<file path="src/rtl/core/ubfc_pkg.sv">
// shared constants, codes and types of the buffered serial-line manager
package ubfc_pkg;

   localparam int BUFFER_DEPTH       = 512;
   localparam int READER_QUEUE_DEPTH = 512;
   localparam int FLUSH_QUEUE_DEPTH  = 1;
   localparam int MAX_RESULTS        = 3;

   localparam int BYTE_W = 8;
   localparam int ID_W   = 8;

   localparam int BUF_IDX_W = (BUFFER_DEPTH > 1) ? $clog2(BUFFER_DEPTH) : 1;
   localparam int BUF_CNT_W = $clog2(BUFFER_DEPTH + 1);
   localparam int RDQ_IDX_W = (READER_QUEUE_DEPTH > 1) ? $clog2(READER_QUEUE_DEPTH) : 1;
   localparam int RDQ_CNT_W = $clog2(READER_QUEUE_DEPTH + 1);
   localparam int FLQ_IDX_W = (FLUSH_QUEUE_DEPTH > 1) ? $clog2(FLUSH_QUEUE_DEPTH) : 1;
   localparam int FLQ_CNT_W = $clog2(FLUSH_QUEUE_DEPTH + 1);
   localparam int RES_W     = $clog2(MAX_RESULTS + 1);

   typedef enum logic [1:0] {
      OP_PUT   = 2'd0,
      OP_GET   = 2'd1,
      OP_FLUSH = 2'd2,
      OP_LINE  = 2'd3
   } op_type;

   typedef enum logic [1:0] {
      KIND_REPLY   = 2'd0,
      KIND_TX      = 2'd1,
      KIND_OVERRUN = 2'd2
   } kind_type;

   typedef enum logic [1:0] {
      ST_OK       = 2'd0,
      ST_TX_FULL  = 2'd1,
      ST_RDQ_FULL = 2'd2,
      ST_FLQ_FULL = 2'd3
   } status_type;

   // where a result takes its target from
   typedef enum logic [1:0] {
      TSEL_ZERO = 2'd0,
      TSEL_REQ  = 2'd1,
      TSEL_RDQ  = 2'd2,
      TSEL_FLQ  = 2'd3
   } tsel_type;

   // where a result takes its value from
   typedef enum logic [1:0] {
      VSEL_ZERO = 2'd0,
      VSEL_DATA = 2'd1,
      VSEL_RXQ  = 2'd2,
      VSEL_TXQ  = 2'd3
   } vsel_type;

   typedef struct packed {
      kind_type   kind;
      tsel_type   tsel;
      vsel_type   vsel;
      status_type status;
   } desc_type;

   typedef struct packed {
      kind_type          kind;
      logic [ID_W-1:0]   target;
      logic [BYTE_W-1:0] value;
      status_type        status;
      logic              last;
   } result_type;

   typedef struct packed {
      logic             capture;
      logic             exec;
      logic             load;
      logic [RES_W-1:0] idx;
      logic             last;
   } cmd_type;

   typedef struct packed {
      logic [RES_W-1:0] total;
   } sts_type;

endpackage

</file>
<file path="src/rtl/core/ubfc_ctrl.sv">
// controller: accept, execute and result emission sequencing
module ubfc_ctrl
   import ubfc_pkg::*;
(
   input  logic    clock,
   input  logic    reset,
   input  logic    req_valid,
   output logic    req_ready,
   output logic    rsp_valid,
   input  logic    rsp_ready,
   input  sts_type sts,
   output cmd_type cmd
);

   typedef enum logic [2:0] {
      S_IDLE = 3'b001,
      S_EXEC = 3'b010,
      S_EMIT = 3'b100
   } state_type;

   state_type        state_ff, state_in;
   logic [RES_W-1:0] idx_ff, idx_in;
   logic [RES_W-1:0] total_ff, total_in;
   logic             rsp_valid_ff, rsp_valid_in;
   logic             out_free;

   assign out_free  = !rsp_valid_ff || rsp_ready;
   assign req_ready = (state_ff == S_IDLE);
   assign rsp_valid = rsp_valid_ff;

   always_comb begin
      cmd.capture = (state_ff == S_IDLE) && req_valid;
      cmd.exec    = (state_ff == S_EXEC);
      cmd.load    = (state_ff == S_EMIT) && out_free;
      cmd.idx     = idx_ff;
      cmd.last    = (idx_ff == total_ff - 1'b1);

      state_in = state_ff;
      idx_in   = idx_ff;
      total_in = total_ff;
      unique case (state_ff)
         S_IDLE: begin
            if (req_valid) begin
               state_in = S_EXEC;
            end
         end
         S_EXEC: begin
            idx_in   = '0;
            total_in = sts.total;
            state_in = (sts.total == '0) ? S_IDLE : S_EMIT;
         end
         S_EMIT: begin
            if (out_free) begin
               idx_in = idx_ff + 1'b1;
               if (cmd.last) begin
                  state_in = S_IDLE;
               end
            end
         end
         default: state_in = S_IDLE;
      endcase

      rsp_valid_in = cmd.load ? 1'b1 : (rsp_ready ? 1'b0 : rsp_valid_ff);
   end

   always_ff @(posedge clock) begin
      if (reset) begin
         state_ff     <= S_IDLE;
         idx_ff       <= '0;
         total_ff     <= '0;
         rsp_valid_ff <= 1'b0;
      end else begin
         state_ff     <= state_in;
         idx_ff       <= idx_in;
         total_ff     <= total_in;
         rsp_valid_ff <= rsp_valid_in;
      end
   end

endmodule

</file>
<file path="config.mk">
export PLATFORM = sky130hd
export DESIGN_NAME = ubfc_ctrl
export DESIGN_NICKNAME = d
export VERILOG_FILES = /design/src/rtl/core/ubfc_pkg.sv /design/src/rtl/core/ubfc_ctrl.sv
export SDC_FILE = /design/constraint.sdc
export NUM_CORES = 1
export LEC_CHECK = 0
export BUFFER_PORTS_ARGS = -buffer_cell sky130_fd_sc_hd__buf_2
export CORE_AREA = 8 8 45 47
export DETAILED_ROUTE_END_ITERATION = 12
export DIE_AREA = 0 0 53 55
export HOLD_SLACK_MARGIN = 0.08
export PLACE_DENSITY = 0.52
export SETUP_SLACK_MARGIN = 0.3
export SLEW_MARGIN = 20
export SYNTH_ARGS = -nofsm -noshare
export SYNTH_HDL_FRONTEND = slang
export SYNTH_SLANG_ARGS = --single-unit
</file>
<file path="constraint.sdc">
create_clock -name clock -period 1.75 [get_ports clock]
set_input_delay 0.175 -clock clock [delete_from_list [all_inputs] [get_ports clock]]
set_output_delay 0.175 -clock clock [all_outputs]
set_load 0.05 [all_outputs]
</file>
==> summary.txt, run 1 <==
Die
  • Die Area: 2915 um^2
  • Row cnt: 14
  • DIE WIDTH: 53 um
  • Die Height: 55 um
  • I/O pins: 14
  • Core area: 1384 um^2
  • Starting Density: 0.3011

Finish
  • Filler cells: 138
  • Fin util: 0.4430
  • Fin area: 613.1 um^2
  • Multi-input logic area: 277.8 um^2
  • Share of layout cells above drive strength 1: 0.6167
  • ANT cells: 0
  • Final nets: 68
  • Area Growth Syn to Fin: 47.15%
  • Reg area: 172.7 um^2
  • Fin cells: 76

Outcome
  • Status: completed

Detailed routing
  • # DRC: 0
  • Top sig layer: met3
  • ANT nets after route: 0
  • Met3 WL: 67 um
  • Routed length per instance: 12.54 um
  • Met2 WL post-DR: 413 um
  • Detailed-routing wirelength on met1: 472 um
  • Drt pass-1 iters: 3
  • 1st-iter DRT viols: 1
  • Vias per inst: 4.566
  • Routed wire length: 953 um
  • Vias: 347

Synth
  • Number of synthesized register bits: 8
  • Number of synthesis warnings: 0
  • Count of cell types in the netlist: 22
  • Share of the synthesized area in the top cell type: 0.3844
  • Synthesized cell area: 416.7 um^2
  • Synth Area in Adders: 0
  • Synth area leader: dfxtp_1
  • Synth Instances: 41
  • Mux contribution to synthesized area: 0.08108
  • Largest cells by area after synthesis: dfxtp_1 (38%), nor3b_2 (6.0%), a21oi_1 (4.8%)
  • Post-synthesis area per instance: 10.16 um^2
  • Syn_nets: 47
  • XOR/XNOR Fraction of Synth Area: 0.02102
  • Largest family of logic cells by synthesized area: simple AND/OR/NAND/NOR gates
  • Register area share after synthesis: 0.3844
  • Complex-gate fraction of the synthesized area: 0.1832
  • Simple-Gate Fraction of Synth Area: 0.2943

Run
  • Max-Cap Viols: 0

Timing
  • Relative slew slack: 0.8347
  • Peak Freq: 0.7074 GHz
  • Worst clock skew: 1.075 ps
  • Worst-Margin Slew: 249.6 ps
  • Setup violations, final: 0
  • Hold Fails Final Rpt: 0
  • Final worst path period share: 0.8078
  • Setup TNS: 0 ps
  • Pins over their slew limit: 0
  • Unrepaired setup endpoints after global routing: yes
  • Fin crit period: 1414 ps

Global routing
  • First-pass GRT wire length: 1.559 mm
  • Initial antenna violation count: 0
  • Largest net degree at the start of global routing: 9
  • Grt total ovfl: 0
  • Total Routing Usage GR: 0.07409
  • Vias in the first global route: 349

Place
  • Dpl cell area: 540.5 um^2
  • Port Buffers: 13
  • Routability cong.: 0.6884
  • Dpl cells: 69

Pwr
  • Peak VDD IR: 0.4721 mV
  • PwrDens: 718.1 nW/um^2
  • P_leak: 0.2530 nW

Setup path
  • Worst Setup Start Kind: flip-flop
  • Max Fanout on Critical Path: 3
  • Crit. End Element: output pin
  • Worst setup endpoint: cmd[0]
  • Worst EP required: 1570 ps
  • Beginning of the critical path: idx_ff[1]
  • Reg2reg setup slack: 480 ps
  • Reg-to-Reg Start: idx_ff[1]
  • CP Cell Sequence: xnor2_4 -> mux2i_4 -> buf_6
  • Slowest cell delay on critical path: 360 ps
  • Crit-path slowest cell: dfxtp_4
  • Reg2reg end: state_ff[2]
  • Arr. time, crit path: 1240 ps
  • Setup Crit Path Kind: reg -> out
  • Worst R2R Path Depth: 5

Clock tree
  • CTS tree: done
  • Clock-pin slew on the worst setup and hold paths: 60 ps
  • Max Root-Sink Buffers: 2
  • Clock Tree Root: clkbuf_4
  • Num CTS Buffers: 3
  • Clock insertion delay at the later pin of the skew report: 250 ps
  • Hold-fix buffers, CTS: 0
  • H-tree Lvls: 1
  • Clock sink count: 8

Worst hold path
  • Hold/Removal Path Class: in -> reg
==> cells in the final DEF, fill, tap and decap left out <==
master,n
a211o_1,1
a21oi_1,4
a21oi_2,2
and2_4,2
and2b_1,1
buf_2,9
buf_4,6
buf_6,2
clkbuf_4,3
dfxtp_1,2
dfxtp_2,4
dfxtp_4,2
inv_1,2
mux2i_1,2
mux2i_4,1
nand2_1,2
nand2b_1,3
nand2b_4,1
nand3_1,1
nor2_1,3
nor3b_2,1
nor3b_4,2
o21a_1,1
o21ba_1,1
o31ai_2,1
xnor2_4,1
==> cell type report <==
cell class | instances | share of cell area
Timing Repair Buffer | 17 | 0.1837
Multi-Input combinational cell | 30 | 0.4531
Sequential cell | 8 | 0.2816
Inverter | 2 | 0.01224
Tap cell | 16 | 0.03265
Clock buffer | 3 | 0.03673
==> cells by family after synthesis <==
kind of cell | Yosys count
AOI/OAI and AO/OA | 10
xor gates and xnor gates | 1
buffers and inverters | 3
DFF | 8
muxes | 3
and+or+nand+nor | 16
==> repair_timing <==
action,4_1_cts,5_1_grt
buffers inserted,1,3
gates resized for setup,6,2
setup endpoints to repair,4,4
==> worst min path at each step <==
stage	start	slack (ps)	cells past startpoint	to
6_report	sts[0]	180	3	total_ff[0]
5_1_grt	reset	190	2	idx_ff[1]
4_1_cts	reset	170	2	idx_ff[1]
3_5_place_dp	sts[1]	440	3	total_ff[1]
3_3_place_gp	sts[0]	440	3	total_ff[0]
2_1_floorplan	reset	230	1	idx_ff[1]
==> synth_stat cells <==
cell / instances
dfxtp_1: 8
a21oi_1: 4
nand2b_1: 3
nor2_1: 3
a21oi_2: 2
inv_1: 2
mux2i_1: 2
nand2_1: 2
nor3b_2: 2
a211o_1: 1
and2_1: 1
and2_4: 1
and2b_1: 1
buf_4: 1
mux2i_2: 1
nand2b_4: 1
nand3_1: 1
nor3b_4: 1
o21a_1: 1
o21ba_1: 1
o31ai_2: 1
xnor2_1: 1
==> layer usage <==
layer | up-vias | GRT usage
li1 | 177 | -
met1 | 160 | 0.09231
met2 | 10 | 0.1016
met3 | 0 | 0.05348
met4 | 0 | 0.01293
met5 | - | 0
==> sequential cells by signal, indices dropped and copies added (netlist names) <==
register	count
idx_ff	2
rsp_valid	1
state_ff	3
total_ff	2
==> metrics by stage <==
step / total power (W) / setup WS (ps) / hold WS [ps]
after floorplan: 0.0002658 / 256.1 / 228.3
after global placement: 0.0002863 / 453.4 / 435.5
after detailed placement: 0.0002864 / 452.4 / 435.7
after CTS: 0.0004441 / 255.3 / 167.2
after global routing: 0.0004663 / 279.6 / 191.4
final: 0.0004403 / 336.4 / 175.5
==> power breakdown <==
part	switching [W]	leakage (nW)	total [W]	internal, W
registers	0.00000976	0.0677	0.000198	0.000188
logic	0.0000539	0.171	0.0000984	0.0000445
clock network	0.0000652	0.0138	0.000144	0.0000787
==> worst max-delay path: cells and delay by family, from the launching register on <==
| family | cells | cell delay, ps |
|---|---|---|
| buf+inv | 1 | 180 |
| flops | 1 | 360 |
| mux | 1 | 260 |
| xor+xnor | 1 | 180 |
Power figures use the tool's default switching activity.
==> inputs of run 2 (changes only) <==
- PLACE_DENSITY: 0.52 -> 0.54
- clock period: 1.75 -> 1.3 ns (I/O delays scaled with it)
==> summary.txt, run 2 (synthesized netlist as in run 1, its figures left out) <==
Outcome
  • Status: complete, but fails checks
  • Failing checks: setup timing

Global routing
  • Largest net degree at the start of global routing: 9
  • Vias in the first global route: 372
  • Total Routing Usage GR: 0.07886
  • Initial antenna violation count: 0
  • Grt total ovfl: 0
  • First-pass GRT wire length: 1.614 mm

Place
  • Dpl cell area: 550.5 um^2
  • Pre-CTS setup slack: 69.05 ps
  • Detailed placement HPWL: 710 um
  • Routability cong.: 0.6977
  • Port Buffers: 13

Die
  • Row cnt: 14
  • Core area: 1384 um^2
  • Die Area: 2915 um^2
  • I/O pins: 14
  • Starting Density: 0.3011
  • DIE WIDTH: 53 um
  • Die Height: 55 um

Pwr
  • Peak VDD IR: 0.6211 mV
  • P_leak: 0.2712 nW
  • PwrDens: 917.3 nW/um^2

Clock tree
  • CTS tree: done
  • Clock insertion delay at the later pin of the skew report: 260 ps
  • Max Root-Sink Buffers: 2
  • H-tree Lvls: 1
  • Hold-fix buffers, CTS: 0
  • Clock-pin slew on the worst setup and hold paths: 60 ps
  • Clock sink count: 8
  • Clock Tree Root: clkbuf_4
  • Num CTS Buffers: 3

Timing
  • Worst clock skew: 6.748 ps
  • Final worst path period share: 1.041
  • Setup TNS: -55.11 ps
  • Hold Fails Final Rpt: 0
  • Unrepaired setup endpoints after global routing: yes
  • Setup violations, final: 2
  • Relative slew slack: 0.8574
  • Fin crit period: 1353 ps
  • Peak Freq: 0.7390 GHz
  • Final setup margin: -53.26 ps
  • Worst-Margin Slew: 213.6 ps
  • Pins over their slew limit: 0

Worst hold path
  • Hold/Removal Path Class: in -> reg

Setup path
  • Crit. End Element: output pin
  • CP Cell Sequence: xnor2_4 -> mux2i_4 -> buf_6
  • Worst EP required: 1170 ps
  • Arr. time, crit path: 1220 ps
  • Setup Crit Path Kind: reg -> out
  • Max Fanout on Critical Path: 2
  • Crit-path slowest cell: dfxtp_2
  • Slowest cell delay on critical path: 350 ps
  • Worst Setup Start Kind: flip-flop

Finish
  • Area Growth Syn to Fin: 65.47%
  • Fin util: 0.4982
  • Most frequent cells in the layout: dfxtp_4 (6), buf_6 (6), buf_2 (5)
  • Most flops, register: state_ff
  • ANT cells: 0
  • Fin area: 689.4 um^2
  • Top flop regs: state_ff x3, idx_ff x2, total_ff x2
  • Final nets: 69
  • Largest register FFs: 3
  • Share of layout cells above drive strength 1: 0.6290
  • Filler cells: 134

Detailed routing
  • Routed length per instance: 12.06 um
  • Routed wire length: 941 um
  • Vias: 361
  • Drt pass-1 iters: 1
  • ANT nets after route: 0
  • # DRC: 0
  • 1st-iter DRT viols: 0
  • Vias per inst: 4.628

Run
  • Max-Cap Viols: 0
## run 2: critical path: cells and delay by family (launching register included)
kind      cells  cell delay (ps)
mux           1              260
buf+inv       1              180
xor+xnor      1              190
flops         1              350
## run 2: layout make-up
class | instances | area, um^2 | share of cell area
Clock buffer | 4 | 26.28 | 0.03811
Inverter | 2 | 7.507 | 0.01089
Multi-Input combinational cell | 30 | 284.0 | 0.4120
Sequential cell | 8 | 183.9 | 0.2668
Tap cell | 16 | 20.02 | 0.02904
Timing Repair Buffer | 18 | 167.7 | 0.2432
## run 2: stage by stage
step / instances / hold WS [ps] / power [W]
6_report: 78 / 129.3 / 0.0006324
5_1_grt: 78 / 144.8 / 0.0006695
4_1_cts: 76 / 117.1 / 0.0006348
3_5_place_dp: 69 / 388.4 / 0.0003813
3_3_place_gp: 69 / 388.7 / 0.0003812
2_1_floorplan: 41 / 183.3 / 0.0003539
## run 2: metal layers
| metal | vias to the layer above | wire length (um) | global-route usage |
|---|---|---|---|
| met5 | - | 0 | 0 |
| met4 | 0 | 0 | 0.05172 |
| met3 | 0 | 94 | 0.04813 |
| met2 | 10 | 442 | 0.1113 |
| met1 | 168 | 404 | 0.08716 |
| li1 | 183 | - | - |
## run 2: power breakdown
part / leakage (nW) / switching (W) / internal, W
logic: 0.187 / 0.0000770 / 0.0000809
clock network: 0.0150 / 0.0000939 / 0.000118
registers: 0.0695 / 0.0000155 / 0.000247
## run 2: repair_timing
action | 4_1_cts | 5_1_grt
setup endpoints to repair | 14 | 14
gates resized for setup | 20 | 3
pin swaps | 5 | 1
hold endpoints to repair | 0 | 0
buffers inserted | 3 | 2
## run 2: final timing paths
kind | depth (start not counted) | startpoint | slack, ps | endpoint
hold reg to reg | 2 | total_ff[0] | 510 | total_ff[0]
hold / removal | 3 | sts[0] | 130 | total_ff[0]
setup / recovery | 3 | total_ff[1] | -50 | cmd[0]
setup reg to reg | 5 | total_ff[1] | 50 | state_ff[2]
==> inputs of run 3 (changes only) <==
--- a/config.mk
+++ b/config.mk
@@ -8,5 +8,5 @@
 export BUFFER_PORTS_ARGS = -buffer_cell sky130_fd_sc_hd__buf_2
-export CORE_AREA = 8 8 45 47
+export CORE_AREA = 3 3 40 42
 export DETAILED_ROUTE_END_ITERATION = 12
-export DIE_AREA = 0 0 53 55
+export DIE_AREA = 0 0 43 45
 export HOLD_SLACK_MARGIN = 0.08
==> constraint.sdc (replaced) <==
create_clock -name clock -period 1.3 [get_ports clock]
set_input_delay 0.195 -clock clock [delete_from_list [all_inputs] [get_ports clock]]
set_output_delay 0.195 -clock clock [all_outputs]
set_load 0.05 [all_outputs]
==> summary.txt, run 3 (synthesized netlist as in run 1, its figures left out) <==
Finish
  • Final nets: 73
  • Reg area: 183.9 um^2
  • Multi-input logic area: 284.0 um^2
  • Fin area: 733.2 um^2
  • Largest register FFs: 3
  • Area Growth Syn to Fin: 75.98%
  • ANT cells: 0
  • Share of layout cells above drive strength 1: 0.6515
  • Commonest non-fill, non-tap cell in the layout: buf_4
  • Filler cells: 114
  • Top flop regs: state_ff x3, idx_ff x2, total_ff x2
  • Most frequent cells in the layout: buf_4 (7), dfxtp_4 (6), buf_8 (6)
  • Most flops, register: state_ff

Global routing
  • Initial antenna violation count: 0
  • GRT busiest layer: met2
  • Grt met3 use: 0.03984
  • Vias in the first global route: 385
  • M2 GR Usage: 0.2006
  • First-pass GRT wire length: 1.642 mm
  • M1 GR Usage: 0.1332
  • Grt total ovfl: 0
  • Total Routing Usage GR: 0.1201
  • Largest net degree at the start of global routing: 9

Worst hold path
  • HP Start: reset
  • Worst hold endpoint: rsp_valid
  • Hold Crit Depth: 2
  • Hold/Removal Path Class: in -> reg

Detailed routing
  • Routed wire length: 938 um
  • Drt pass-1 iters: 2
  • Routed length per instance: 11.58 um
  • 1st-iter DRT viols: 3
  • Vias: 377
  • # DRC: 0
  • Vias per inst: 4.654
  • ANT nets after route: 0

Timing
  • Unrepaired setup endpoints after global routing: yes
  • Fin crit period: 1416 ps
  • Pins over their slew limit: 0
  • Final setup margin: -116.0 ps
  • Relative slew slack: 0.8516
  • Worst clock skew: 14.02 ps
  • Peak Freq: 0.7062 GHz
  • Final worst path period share: 1.089
  • Setup violations, final: 6
  • Worst-Margin Slew: 222.3 ps
  • Hold Fails Final Rpt: 0

Pwr
  • PwrDens: 863.7 nW/um^2
  • Peak VDD IR: 0.5962 mV
  • Post-route total power: 0.0006333 W
  • P_leak: 0.2959 nW

Place
  • Dpl cell area: 571.8 um^2
  • Routability cong.: 0.6269
  • Detailed placement HPWL: 743.7 um
  • Port Buffers: 13

Setup path
  • Worst EP required: 1110 ps
  • Crit. End Element: output pin
  • Reg2reg end: state_ff[2]
  • Slowest cell delay on critical path: 340 ps
  • Setup Crit Path Kind: reg -> out
  • Worst R2R Path Depth: 6
  • Arr. time, crit path: 1220 ps
  • Crit-path slowest cell: dfxtp_2
  • Worst Setup Start Kind: flip-flop
  • CP Cell Sequence: xnor2_4 -> mux2i_4 -> buf_6
  • Reg-to-Reg Start: total_ff[1]
  • Max Fanout on Critical Path: 2
  • Reg2reg setup slack: -50 ps

Clock tree
  • H-tree Lvls: 1
  • Num CTS Buffers: 3
  • Hold-fix buffers, CTS: 0
  • Clock sink count: 8
  • CTS tree: done
  • Max Root-Sink Buffers: 2
  • Clock Tree Root: clkbuf_4
  • Clock insertion delay at the later pin of the skew report: 250 ps
  • Clock-pin slew on the worst setup and hold paths: 60 ps

Die
  • DIE WIDTH: 43 um
  • Core area: 1285 um^2
  • Die Height: 45 um
  • Starting Density: 0.3242
  • Die Area: 1935 um^2
  • I/O pins: 14
  • Row cnt: 13

Outcome
  • Failing checks: setup timing
  • Status: complete, but fails checks

Run
  • Max-Cap Viols: 0
[run 3: layout make-up]
class,count,area share
clock buffer,4,0.03584
inverter,2,0.01024
multi-input combinational,30,0.3874
sequential,8,0.2509
tap,15,0.02560
timing repair buffer,22,0.2901
[run 3: where the power goes]
| group | internal [W] | leakage (nW) | switching, W |
|---|---|---|---|
| clock | 0.000117 | 0.0150 | 0.0000847 |
| sequential | 0.000247 | 0.0695 | 0.0000164 |
| combinational | 0.0000894 | 0.211 | 0.0000783 |
| total | 0.000454 | 0.296 | 0.000179 |
[run 3: worst max-delay path, delay by kind of cell (launching register included)]
kind,cells,cell delay [ps]
flip-flops,1,340
multiplexers,1,260
XOR/XNOR,1,190
buffers and inverters,1,180
[run 3: what timing repair did]
item                       in CTS  in global routing
gates resized for setup        23                  4
setup endpoints to repair      14                 15
gates cloned                    0                  0
pin swaps                       3                  2
buffers inserted                1                  5
[run 3: how the worst max path moves through the flow]
| stage | start | to | slack, ps | cells past startpoint |
|---|---|---|---|---|
| after floorplan | idx_ff[1] | state_ff[2] | -190 | 4 |
| after global placement | total_ff[1] | cmd[0] | 40 | 3 |
| after detailed placement | total_ff[1] | cmd[0] | 20 | 3 |
| after CTS | total_ff[1] | cmd[0] | -130 | 3 |
| after global routing | total_ff[1] | cmd[0] | -170 | 3 |
| final | total_ff[1] | cmd[0] | -120 | 3 |
[run 3: layer usage]
metal / up-vias / wire, um / part of all wire
met5: - / 0 / 0
met4: 0 / 0 / 0
met3: 0 / 68 / 0.072
met2: 12 / 484 / 0.52
met1: 174 / 386 / 0.41
li1: 191 / - / -
[run 3: per-stage QoR]
stage | utilization | setup WS, ps | hold WS [ps] | setup TNS, ps | std cells
after detailed placement | 0.4450 | 21.46 | 452.0 | 0 | 71
after global placement | 0.4450 | 40.34 | 455.4 | 0 | 71
after CTS | 0.5297 | -129.8 | 194.7 | -453.6 | 76
after global routing | 0.5706 | -169.0 | 205.2 | -781.6 | 81
final | 0.5706 | -116.0 | 203.4 | -353.5 | 81
after floorplan | - | -193.5 | 248.3 | -886.0 | 41
